### config.mk
export PLATFORM = sky130hd
export DESIGN_NAME = rsa_prime_prefix_pair_select_flat
export DESIGN_NICKNAME = d
export VERILOG_FILES = /design/src/rtl/rpps_pkg.sv /design/src/rtl/rpps_if.sv /design/src/rtl/rpps_dp.sv /design/src/rtl/rpps_ctrl.sv /design/src/rtl/rsa_prime_prefix_pair_select.sv /design/src/flat_wrapper.sv
export SDC_FILE = /design/constraint.sdc
export NUM_CORES = 1
export LEC_CHECK = 0
export BUFFER_PORTS_ARGS = -buffer_cell sky130_fd_sc_hd__clkbuf_2
export CORE_MARGIN = 5
export CORE_UTILIZATION = 25
export CTS_BUF_LIST = sky130_fd_sc_hd__clkbuf_2 sky130_fd_sc_hd__clkbuf_4 sky130_fd_sc_hd__clkbuf_8
export CTS_CLUSTER_SIZE = 20
export DETAILED_ROUTE_END_ITERATION = 10
export MAX_ROUTING_LAYER = met4
export PLACE_DENSITY = 0.39
export SYNTH_ARGS = -nofsm -noshare
export SYNTH_HDL_FRONTEND = slang
export SYNTH_SLANG_ARGS = --single-unit
### constraint.sdc
create_clock -name clk_i -period 12 [get_ports clk_i]
set_input_delay 0.6 -clock clk_i [delete_from_list [all_inputs] [get_ports clk_i]]
set_output_delay 0.6 -clock clk_i [all_outputs]
set_load 0.02 [all_outputs]
### src/rtl/rpps_pkg.sv
`timescale 1ns / 1ps
// Shared constants, widths and controller/datapath command types for the
// prime prefix pair selector. No dependencies.
package rpps_pkg;

  localparam int unsigned PREFIX_BITS = 13;
  localparam int unsigned A_W   = PREFIX_BITS;      // prefix width
  localparam int unsigned B_W   = PREFIX_BITS + 1;  // partner width, holds HI itself
  localparam int unsigned SEP_W = 12;
  localparam int unsigned RV_W  = 25;
  localparam int unsigned CNT_W = 25;
  localparam int unsigned IDX_W = RV_W - 1;

  localparam logic [A_W-1:0] PFX_LO  = A_W'(1) << (PREFIX_BITS - 1);
  localparam logic [A_W-1:0] PFX_MAX = {A_W{1'b1}};
  localparam logic [B_W-1:0] PFX_HI  = B_W'(1) << PREFIX_BITS;
  // ceil(2*LO*LO / LO) at the first prefix
  localparam logic [B_W-1:0] Q_INIT  = PFX_HI;

  localparam logic [SEP_W-1:0] SEP_RESET = SEP_W'(2);

  // upper bound on quotient decrements per prefix step
  localparam int unsigned Q_DEC_STEPS = 3;

  typedef struct packed {
    logic start;     // load a new transaction, restart the sweep
    logic step;      // evaluate the current prefix and advance
    logic load_out;  // move the result into the output register
  } rpps_cmd_t;

  typedef struct packed {
    logic last_a;    // current prefix is the final one
  } rpps_sts_t;

endpackage

### src/rtl/rpps_if.sv
`timescale 1ns / 1ps
// Valid/ready channel interfaces for the prime prefix pair selector.
// Depends on rpps_pkg for the field widths.
interface rpps_in_if import rpps_pkg::*; ();
  logic            valid;
  logic            ready;
  logic [RV_W-1:0] random_value;

  modport source (output valid, output random_value, input ready);
  modport sink   (input valid, input random_value, output ready);
endinterface

interface rpps_out_if import rpps_pkg::*; ();
  logic             valid;
  logic             ready;
  logic [A_W-1:0]   first_prefix;
  logic [A_W-1:0]   second_prefix;
  logic [CNT_W-1:0] pair_count;
  logic             out_of_range;

  modport source (output valid, output first_prefix, output second_prefix,
                  output pair_count, output out_of_range, input ready);
  modport sink   (input valid, input first_prefix, input second_prefix,
                  input pair_count, input out_of_range, output ready);
endinterface

### src/rtl/rpps_dp.sv
`timescale 1ns / 1ps
// Datapath: separation register, incremental ceiling quotient per prefix,
// running pair count, selection and output register. Depends on rpps_pkg.
module rpps_dp import rpps_pkg::*; (
  input  logic             clk_i,
  input  logic             rst_ni,
  input  logic             cfg_we_i,
  input  logic [SEP_W-1:0] cfg_wdata_i,
  input  logic [RV_W-1:0]  rv_i,
  input  rpps_cmd_t        cmd_i,
  output rpps_sts_t        sts_o,
  output logic [A_W-1:0]   first_o,
  output logic [A_W-1:0]   second_o,
  output logic [CNT_W-1:0] count_o,
  output logic             oor_o
);

  logic [SEP_W-1:0] sep_q;
  logic [RV_W-1:0]  rv_q;
  logic [A_W-1:0]   a_q;
  logic [B_W-1:0]   q_q, r_q;       // q = ceil(2*LO*LO / a), r = q*a - 2*LO*LO
  logic             s1_valid_q;
  logic [A_W-1:0]   a_s1_q;
  logic [B_W-1:0]   bmin_s1_q;
  logic [CNT_W-1:0] cum_q;
  logic             found_q;
  logic [A_W-1:0]   first_q, sec_q;
  logic [A_W-1:0]   first_out_q, sec_out_q;
  logic [CNT_W-1:0] cnt_out_q;
  logic             oor_out_q;

  logic [B_W-1:0]   a_nxt, r_acc, q_acc, lim, bmin;
  logic [CNT_W-1:0] span, cum_nxt, idx, offs;
  logic             hit;
  logic [A_W-1:0]   sec_hit;

  // stage 1: least partner for a_q, quotient/residue update for a_q + 1
  always_comb begin
    a_nxt = {1'b0, a_q} + B_W'(1);
    r_acc = r_q + q_q;
    q_acc = q_q;
    for (int i = 0; i < Q_DEC_STEPS; i++) begin
      if (r_acc >= a_nxt) begin
        r_acc = r_acc - a_nxt;
        q_acc = q_acc - B_W'(1);
      end
    end
    lim  = {1'b0, a_q} + B_W'(sep_q);
    bmin = (q_q > lim) ? q_q : lim;
    if (bmin > PFX_HI) begin
      bmin = PFX_HI;
    end
  end

  // stage 2: accumulate the count and pick the indexed pair
  always_comb begin
    span    = CNT_W'(PFX_HI - bmin_s1_q);
    cum_nxt = cum_q + span;
    idx     = CNT_W'(rv_q[RV_W-1:1]);
    hit     = !found_q && (idx < cum_nxt);
    offs    = idx - cum_q;
    sec_hit = A_W'(bmin_s1_q + offs[B_W-1:0]);
  end

  always_ff @(posedge clk_i or negedge rst_ni) begin
    if (!rst_ni) begin
      sep_q      <= SEP_RESET;
      s1_valid_q <= 1'b0;
      found_q    <= 1'b0;
    end else begin
      if (cfg_we_i) begin
        sep_q <= cfg_wdata_i;
      end
      s1_valid_q <= cmd_i.step;
      if (cmd_i.start) begin
        found_q <= 1'b0;
      end else if (s1_valid_q && hit) begin
        found_q <= 1'b1;
      end
    end
  end

  always_ff @(posedge clk_i) begin
    if (cmd_i.start) begin
      rv_q    <= rv_i;
      a_q     <= PFX_LO;
      q_q     <= Q_INIT;
      r_q     <= '0;
      cum_q   <= '0;
      first_q <= '0;
      sec_q   <= '0;
    end else begin
      if (cmd_i.step) begin
        a_q       <= a_nxt[A_W-1:0];
        q_q       <= q_acc;
        r_q       <= r_acc;
        a_s1_q    <= a_q;
        bmin_s1_q <= bmin;
      end
      if (s1_valid_q) begin
        cum_q <= cum_nxt;
        if (hit) begin
          first_q <= a_s1_q;
          sec_q   <= sec_hit;
        end
      end
    end
    if (cmd_i.load_out) begin
      first_out_q <= (found_q && rv_q[0]) ? sec_q : first_q;
      sec_out_q   <= (found_q && rv_q[0]) ? first_q : sec_q;
      cnt_out_q   <= cum_q;
      oor_out_q   <= ({1'b0, rv_q} >= {cum_q, 1'b0});
    end
  end

  assign sts_o.last_a = (a_q == PFX_MAX);
  assign first_o      = first_out_q;
  assign second_o     = sec_out_q;
  assign count_o      = cnt_out_q;
  assign oor_o        = oor_out_q;

  a_bmin_capped: assert property (@(posedge clk_i) disable iff (!rst_ni)
    s1_valid_q |-> (bmin_s1_q <= PFX_HI))
    else $error("least partner above cap");

  a_pair_sep: assert property (@(posedge clk_i) disable iff (!rst_ni)
    s1_valid_q && hit |-> ({1'b0, sec_hit} >= ({1'b0, a_s1_q} + B_W'(sep_q))))
    else $error("selected pair violates separation");

  // zero separation allows a prefix to pair with itself
  a_pair_order: assert property (@(posedge clk_i) disable iff (!rst_ni)
    s1_valid_q && hit |-> (sec_hit >= a_s1_q))
    else $error("selected partner below prefix");

endmodule

### src/rtl/rpps_ctrl.sv
`timescale 1ns / 1ps
// Controller: sequences accept, prefix sweep, pipeline flush and result
// handoff. Depends on rpps_pkg for the command and status types.
module rpps_ctrl import rpps_pkg::*; (
  input  logic      clk_i,
  input  logic      rst_ni,
  input  logic      in_valid_i,
  output logic      in_ready_o,
  output logic      out_valid_o,
  input  logic      out_ready_i,
  input  rpps_sts_t sts_i,
  output rpps_cmd_t cmd_o
);

  typedef enum logic [3:0] {
    ST_IDLE  = 4'b0001,
    ST_RUN   = 4'b0010,
    ST_FLUSH = 4'b0100,
    ST_DONE  = 4'b1000
  } state_e;

  state_e state_q, state_d;
  logic   out_valid_q, out_valid_d;

  always_comb begin
    cmd_o.start    = (state_q == ST_IDLE) && in_valid_i;
    cmd_o.step     = (state_q == ST_RUN);
    cmd_o.load_out = (state_q == ST_DONE) && (!out_valid_q || out_ready_i);

    state_d = state_q;
    unique case (state_q)
      ST_IDLE:  if (in_valid_i) begin
        state_d = ST_RUN;
      end
      ST_RUN:   if (sts_i.last_a) begin
        state_d = ST_FLUSH;
      end
      ST_FLUSH: state_d = ST_DONE;
      ST_DONE:  if (cmd_o.load_out) begin
        state_d = ST_IDLE;
      end
      default:  state_d = ST_IDLE;
    endcase

    out_valid_d = out_valid_q;
    if (cmd_o.load_out) begin
      out_valid_d = 1'b1;
    end else if (out_ready_i) begin
      out_valid_d = 1'b0;
    end
  end

  always_ff @(posedge clk_i or negedge rst_ni) begin
    if (!rst_ni) begin
      state_q     <= ST_IDLE;
      out_valid_q <= 1'b0;
    end else begin
      state_q     <= state_d;
      out_valid_q <= out_valid_d;
    end
  end

  assign in_ready_o  = (state_q == ST_IDLE);
  assign out_valid_o = out_valid_q;

  a_start_runs: assert property (@(posedge clk_i) disable iff (!rst_ni)
    cmd_o.start |=> (state_q == ST_RUN))
    else $error("accepted transaction did not start sweep");

  a_sweep_ends: assert property (@(posedge clk_i) disable iff (!rst_ni)
    (state_q == ST_RUN) && sts_i.last_a |=> (state_q == ST_FLUSH))
    else $error("sweep did not end at last prefix");

  a_load_valid: assert property (@(posedge clk_i) disable iff (!rst_ni)
    cmd_o.load_out |=> out_valid_q)
    else $error("result load did not raise valid");

endmodule

### src/rtl/rsa_prime_prefix_pair_select.sv
`timescale 1ns / 1ps
// Top level of the prime prefix pair selector: controller plus datapath.
// Depends on rpps_pkg, rpps_if, rpps_ctrl and rpps_dp.

// One transaction is processed at a time. After a random value is accepted
// the block sweeps all 4096 prefixes once, one prefix per cycle, tracking
// ceil(2^25/a) incrementally and accumulating the pair count and the
// selected pair in the same pass. After the sweep the controller flushes the
// pipeline, loads the output register and returns to idle before the next
// random value is taken. A new random value can be accepted while the
// previous result still waits on the output. The pair separation register
// is written through cfg_we_i/cfg_wdata_i and resets to 2. The user is to
// write it only while the block is idle; the block itself does not enforce
// this.
module rsa_prime_prefix_pair_select import rpps_pkg::*; (
  input  logic             clk_i,
  input  logic             rst_ni,
  input  logic             cfg_we_i,
  input  logic [SEP_W-1:0] cfg_wdata_i,
  rpps_in_if.sink          in_i,
  rpps_out_if.source       out_o
);

  rpps_cmd_t cmd;
  rpps_sts_t sts;

  rpps_ctrl u_ctrl (
    .clk_i       (clk_i),
    .rst_ni      (rst_ni),
    .in_valid_i  (in_i.valid),
    .in_ready_o  (in_i.ready),
    .out_valid_o (out_o.valid),
    .out_ready_i (out_o.ready),
    .sts_i       (sts),
    .cmd_o       (cmd)
  );

  rpps_dp u_dp (
    .clk_i       (clk_i),
    .rst_ni      (rst_ni),
    .cfg_we_i    (cfg_we_i),
    .cfg_wdata_i (cfg_wdata_i),
    .rv_i        (in_i.random_value),
    .cmd_i       (cmd),
    .sts_o       (sts),
    .first_o     (out_o.first_prefix),
    .second_o    (out_o.second_prefix),
    .count_o     (out_o.pair_count),
    .oor_o       (out_o.out_of_range)
  );

endmodule

### src/flat_wrapper.sv
// flat-port wrapper written by rule: the top's interface ports become plain ports
module rsa_prime_prefix_pair_select_flat import rpps_pkg::*;
  (clk_i, rst_ni, cfg_we_i, cfg_wdata_i, in_i_valid, in_i_random_value, in_i_ready, out_o_valid, out_o_first_prefix, out_o_second_prefix, out_o_pair_count, out_o_out_of_range, out_o_ready);
  rpps_in_if in_i_i ();
  rpps_out_if out_o_i ();
  input  logic clk_i;
  input  logic rst_ni;
  input  logic cfg_we_i;
  input  logic [SEP_W-1:0] cfg_wdata_i;
  input wire logic [$bits(in_i_i.valid)-1:0] in_i_valid;
  input wire logic [$bits(in_i_i.random_value)-1:0] in_i_random_value;
  output wire logic [$bits(in_i_i.ready)-1:0] in_i_ready;
  output wire logic [$bits(out_o_i.valid)-1:0] out_o_valid;
  output wire logic [$bits(out_o_i.first_prefix)-1:0] out_o_first_prefix;
  output wire logic [$bits(out_o_i.second_prefix)-1:0] out_o_second_prefix;
  output wire logic [$bits(out_o_i.pair_count)-1:0] out_o_pair_count;
  output wire logic [$bits(out_o_i.out_of_range)-1:0] out_o_out_of_range;
  input wire logic [$bits(out_o_i.ready)-1:0] out_o_ready;
  assign in_i_i.valid = in_i_valid;
  assign in_i_i.random_value = in_i_random_value;
  assign in_i_ready = in_i_i.ready;
  assign out_o_valid = out_o_i.valid;
  assign out_o_first_prefix = out_o_i.first_prefix;
  assign out_o_second_prefix = out_o_i.second_prefix;
  assign out_o_pair_count = out_o_i.pair_count;
  assign out_o_out_of_range = out_o_i.out_of_range;
  assign out_o_i.ready = out_o_ready;
  rsa_prime_prefix_pair_select u_core (.clk_i(clk_i), .rst_ni(rst_ni), .cfg_we_i(cfg_we_i), .cfg_wdata_i(cfg_wdata_i), .in_i(in_i_i), .out_o(out_o_i));
endmodule
; ---- After elaboration in Yosys (flattened, before gate mapping)
; Cells that the tools add are included.
; Widths: inputs -> output; s select.
[totals]
register_bits = 215
in_bits = 42
output_inout_bits = 54
elab_cells = 77
[op_classes]
add_sub_neg = 13
order_cmp = 7
eq_ne = 8
muxes = 17
bitwise = 1
n_reduce_logical = 13
[op_table]
columns = operator, n
row1 = $mux 14, 7
row2 = $ge 14x14->1, 3
row3 = $sub 14x1->14 const B, 3
row4 = $sub 14x14->14, 3
row5 = $ge 25x26->1, 1
row6 = $mux 13, 2
row7 = $add 25x25->25, 1
row8 = $lt 24x25->1, 1
row9 = $pmux 4 s4, 1
row10 = $sub 14x14->15 const A, 1
row11 = $add 13x1->14 const B, 1
row12 = $add 13x12->14, 1
row13 = $add 14x14->14, 1
row14 = $gt 14x14->1, 1
row15 = $gt 14x14->1 const B, 1
row16 = $add 13x13->13, 1
row17 = $eq 13x13->1 const B, 1
row18 = $sub 13x13->13, 1
row19 = $mux 4, 3
row20 = $logic_and 1x1->1, 5
row21 = $eq 4x1->1 const B, 1
row22 = $eq 4x2->1 const B, 1
row23 = $eq 4x3->1 const B, 1
row24 = $eq 4x4->1 const B, 1
row25 = 9 further kinds, 16

; ---- Logic depth before layout (Yosys ltp)
[depth]
word_depth = 7
ltp_mapped = 45
ltp_nobuf = 41

; ---- Cells and area by module
; Synthesis repeated with hierarchy kept, for this count alone.
[hier_totals]
hier_cells = 1739
area_unflattened_um2 = 16110.5
[modules_own_cells]
columns = module, instances, cells_each, area_per_inst_um2, seq_area_each_um2
row1 = rpps_dp, 1, 1714, 15835.2, 5316.3
row2 = rpps_ctrl, 1, 25, 275.3, 126.4

; ---- Worst setup path before layout
; Ideal clock, no wire load.
[synth_path]
path_type = register to register
from = register u_core.u_dp.q_q[1]
to = register u_core.u_dp.q_q[4]
setup_ns = 0.072
t_arrival_ns = 8.541
required_time_ns = 11.928
slack_ns = 3.388
path_stages_with_launch = 44
n_path_buf = 5
period_less_slack_ns = 8.612
cell_sequence = dfxtp_1 -> inv_1 -> fa_1 -> nor2b_1 -> o21ai_0 -> a21boi_0 -> o21ai_0 -> a21oi_1 -> o2111a_1 -> or3_1 -> nand2_1 -> xnor2_1 -> ha_1 -> and2_1 -> a221oi_1 -> buf_2 -> nand2_1 -> o21ai_0 -> [... 8 more ...] -> a211oi_1 -> a31o_2 -> clkbuf_1 -> mux2_2 -> ha_1 -> inv_1 -> fa_1 -> a21o_1 -> a21oi_1 -> o221ai_1 -> o21ai_0 -> a21o_1 -> nand2_1 -> clkbuf_1 -> nand4_1 -> xnor2_1 -> or3_1 -> a21oi_1
[synth_via]
elab_chain_cells = 7
word_cells_on_any_way = 14
cone_classes = add/sub (6) / order compare (3) / mux (5)
[synth_rtl]
columns = item, line
row1 = start: declaration, rpps_dp.sv:21  ; logic [B_W-1:0] q_q, r_q;
row2 = start signal: assignment, rpps_dp.sv:95  ; q_q <= q_acc;
row3 = $add 14x14->14, rpps_dp.sv:40  ; r_acc = r_q + q_q;
row4 = $ge 14x14->1 or $sub 14x14->14 (tied branches), "rpps_dp.sv:43, rpps_dp.sv:44"
row5 = $mux 14, rpps_dp.sv:43  ; if (r_acc >= a_nxt) begin
row6 = $sub 14x1->14 (tied with other cells), rpps_dp.sv:45  ; q_acc = q_acc - B_W'(1);
row7 = $mux 14, rpps_dp.sv:43
row8 = $sub 14x1->14 or $ge 14x14->1 (tied branches), "rpps_dp.sv:45, rpps_dp.sv:43"
row9 = $mux 14 (*), rpps_dp.sv:43
; Every way passes the cells marked *; elsewhere a longest branch is shown, timed or not.
; A chain may end at the register's enable or synchronous reset.

; ---- Final worst setup path
[layout_path]
from = register u_core.u_dp.q_q[0]
to = register u_core.u_dp.q_q[7]
; Same word-level chain as after synthesis.

==> insert_results.sql <==
INSERT INTO impl_metrics (metric_group, metric, value, unit) VALUES
('outcome', 'result_of_the_run', 'finished clean', ''),
('final_layout', 'fin_util', '29.1', '%'),
('clock_tree', 'clock_insertion_delay_worst_skew', '620', 'ps'),
('critical_path', 'slowest_delay', '730', 'ps'),
('drt', 'dr_total_vias', '13000', ''),
('synthesis', 'netlist.area_leader.share', '19.5', '%'),
('critical_path', 'crit_type', 'flop to flop', ''),
('final_layout', 'count_of_nets_after_finishing', '2086', ''),
('drt', 'iteration_0_drc_markers', '733', ''),
('grt', 'grt_pass1_vias', '13100', ''),
('grt', 'global_route.usage.total', '14.5', '%'),
('grt', 'grt_antenna_before_repair', '1', ''),
('die', 'dieWidth', '263', 'um'),
('worst_hold_path', 'min-delay-path-class', 'primary input to flop', ''),
('synthesis', 'ys_ff_latch', '215', ''),
('synthesis', 'synth.distinct_cells', '86', ''),
('sta', 'finalHoldViolations', '0', ''),
('sta', 'finClkSkew', '41.9', 'ps'),
('clock_tree', 'clock_tree.buffer_depth', '3', ''),
('drt', 'detail_route.wl_per_cell', '18.3', 'um'),
('clock_tree', 'clock_tree_from_tritoncts', 'yes', ''),
('sta', 'rsz0062_at_grt', 'false', ''),
('synthesis', 'syn_area', '16000', 'um2'),
('drt', 'drt_drc_violations_left', '0', ''),
('worst_hold_path', 'hold-path-endpoint', 'u_core.u_dp.rv_q[10]$_DFFE_PP_', ''),
('drt', 'viasPerCell', '4.76', ''),
('drt', 'routed_wirelength', '50100', 'um'),
('sta', 'finalCritPeriodShare', '85.0', '%'),
('sta', 'final.min_clock_period', '10200', 'ps'),
('final_layout', 'area_delta_synth_final', '15.0', '%'),
('critical_path', 'critical_register_to_register_path_startpoint', 'u_core.u_dp.q_q[0]$_SDFFE_PP0P_', ''),
('critical_path', 'reg2regPathDepth', '42', ''),
('synthesis', 'yosys_warnings', '0', ''),
('placement', 'dpl.hpwl', '38400', 'um'),
('critical_path', 'slowest_cell_on_crit_path', 'o21ai_2', ''),
('sta', 'fin_ws', '1800', 'ps'),
('sta', 'max_slew.worst_pin.slew', '1020', 'ps'),
('sta', 'relSlewSlack', '31.7', '%'),
('die', 'ios', '96', ''),
('drt', 'total_iterations_of_the_first_detailed_routing_run', '5', ''),
('critical_path', 'critical_path.startpoint_type', 'flop', ''),
('synthesis', 'syn-num-nets', '1982', ''),
('clock_tree', 'tritoncts.num_buffers', '45', ''),
('synthesis', 'dominantRegCellSynth', 'edfxtp_1', ''),
('critical_path', 'reg2reg_setup_slack', '1800', 'ps'),
('die', 'floorplan.die.height', '263', 'um'),
('synthesis', 'post_synth_edffs', '104', ''),
('sta', 'max_freq', '98.0', 'MHz'),
('sta', 'timing.final.setup_violations', '0', ''),
('critical_path', 'crit_path_max_fanout', '21', ''),
('worst_hold_path', 'worstHoldStart', 'in_i_random_value[10]', ''),
('drt', 'postRouteAntennaNets', '0', ''),
('placement', 'placed_cells', '2652', ''),
('synthesis', 'postSynthCellCount', '1750', ''),
('final_layout', 'stdcell_count', '2736', ''),
('critical_path', 'critPathTopFamily', 'compound AO/OA/AOI/OAI gates', ''),
('worst_hold_path', 'whs_path_depth', '1', ''),
('die', 'initial_utilization', '25.3', '%'),
('synthesis', 'postSynthAreaPerCell', '9.17', 'um2'),
('clock_tree', 'clock_tree_root_buffer_cell', 'clkbuf_8', ''),
('placement', 'routability_congestion', '0.850', ''),
('sta', 'drv_slew', '0', ''),
('placement', 'dp_slack', '1890', 'ps'),
('critical_path', 'arrival', '10690', 'ps'),
('final_layout', 'antennaDiodeCount', '0', ''),
('placement', 'numPortBuffers', '95', ''),
('critical_path', 'critical_r2r_capture', 'u_core.u_dp.q_q[7]$_SDFFE_PP0P_', ''),
('synthesis', 'synth-seq-area-share', '33.9', '%'),
('synthesis', 'yosys-top-cells-area', 'edfxtp_1, ha_1, dfxtp_1', ''),
('critical_path', 'critical_path.n_buffers_inverters', '4', ''),
('flow_run', 'max_cap_violations', '0', '');
-- cells in the final DEF (no fill, tap or decap), types with 56 or more instances in the layout --
master and count:
ha_1 172, nor2_1 133, nand2_1 128, inv_1 122, a21oi_1 109, edfxtp_1 104, clkbuf_2 95, o21ai_0 93
xnor2_1 92, dfxtp_1 92, nand3_1 70, xor2_1 56
-- worst max path at each step --
| stage | start | to | slack (ps) | cells past startpoint |
|---|---|---|---|---|
| after floorplan | u_core.u_dp.q_q[1]$_SDFFE_PP0P_ | u_core.u_dp.q_q[4]$_SDFFE_PP0P_ | 3390 | 43 |
| after global placement | u_core.u_dp.q_q[0]$_SDFFE_PP0P_ | u_core.u_dp.r_q[12]$_SDFFE_PP0P_ | 2120 | 40 |
| after detailed placement | u_core.u_dp.q_q[0]$_SDFFE_PP0P_ | u_core.u_dp.r_q[12]$_SDFFE_PP0P_ | 1890 | 40 |
| after CTS | u_core.u_dp.q_q[0]$_SDFFE_PP0P_ | u_core.u_dp.q_q[1]$_SDFFE_PP0P_ | 1860 | 40 |
| after global routing | u_core.u_dp.q_q[0]$_SDFFE_PP0P_ | u_core.u_dp.r_q[12]$_SDFFE_PP0P_ | 830 | 40 |
| final | u_core.u_dp.q_q[0]$_SDFFE_PP0P_ | u_core.u_dp.q_q[7]$_SDFFE_PP0P_ | 1800 | 42 |
-- routing by layer --
metal	vias to the layer above	global-route usage, %	part of all wire, %
met3	67	2.10	4.0
li1	6537	-	-
met4	0	3.50	2.0
met2	253	23.6	47
met1	6164	19.1	47
met5	-	-	0
-- metrics by stage --
stage,hold slack (ps),instance area (um2)
floorplan,304,16000
global placement,454,17500
detailed placement,460,17500
CTS,76.5,18500
global route,106,18500
finish,155,18500
-- sequential cells by signal (all words and copies together) (netlist names) --
name	count
u_core.u_dp.count_o	25
u_core.u_dp.a_q	13
u_core.u_dp.r_q	14
u_core.u_dp.cum_q	25
u_core.u_ctrl.out_valid_o	1
u_core.u_dp.s1_valid_q	1
u_core.u_dp.sec_q	13
u_core.u_dp.oor_o	1
u_core.u_dp.second_o	13
u_core.u_dp.rv_q	25
u_core.u_dp.sep_q	12
u_core.u_dp.bmin_s1_q	14
u_core.u_ctrl.state_q	4
u_core.u_dp.found_q	1
u_core.u_dp.first_q	13
u_core.u_dp.first_o	13
u_core.u_dp.q_q	14
u_core.u_dp.a_s1_q	13
-- worst reg2reg max path, delay by kind of cell (launching register included) --
family / cells / cell delay (ps)
multiplexers: 1 / 440
flip-flops: 1 / 600
AO/OA/AOI/OAI: 18 / 4750
buffers and inverters: 4 / 420
XOR/XNOR: 2 / 310
AND/OR/NAND/NOR: 10 / 1590
adder cells (fa/ha/maj): 7 / 2010
-- cell families after synthesis --
logic type	Yosys count	synth area share, %
simple gates	521	15.7
compound gates	420	17.3
flops	215	33.9
fa+ha+maj	190	15.7
buf+inv	183	4.40
xor+xnor	148	8.08
mux	73	4.91
-- final cells by class --
cell class                 count  area [um2]
clock buffer                  67         803
clock inverter                16         116
fill                        6786       44900
inverter                     124         465
multi-input combinational   1352        9930
sequential                   215        5440
tap                          846        1060
timing repair buffer         116         636
-- repair_timing --
| item | 4_1_cts | 5_1_grt |
|---|---|---|
| hold buffers | 1 | 0 |
| setup endpoints to repair | 0 | 0 |
| endpoints found under the hold margin | 8 | 0 |
Power is left out: the tool's default activity adds up to more than one toggle a clock period on the data nets, which glitch-free logic cannot reach.
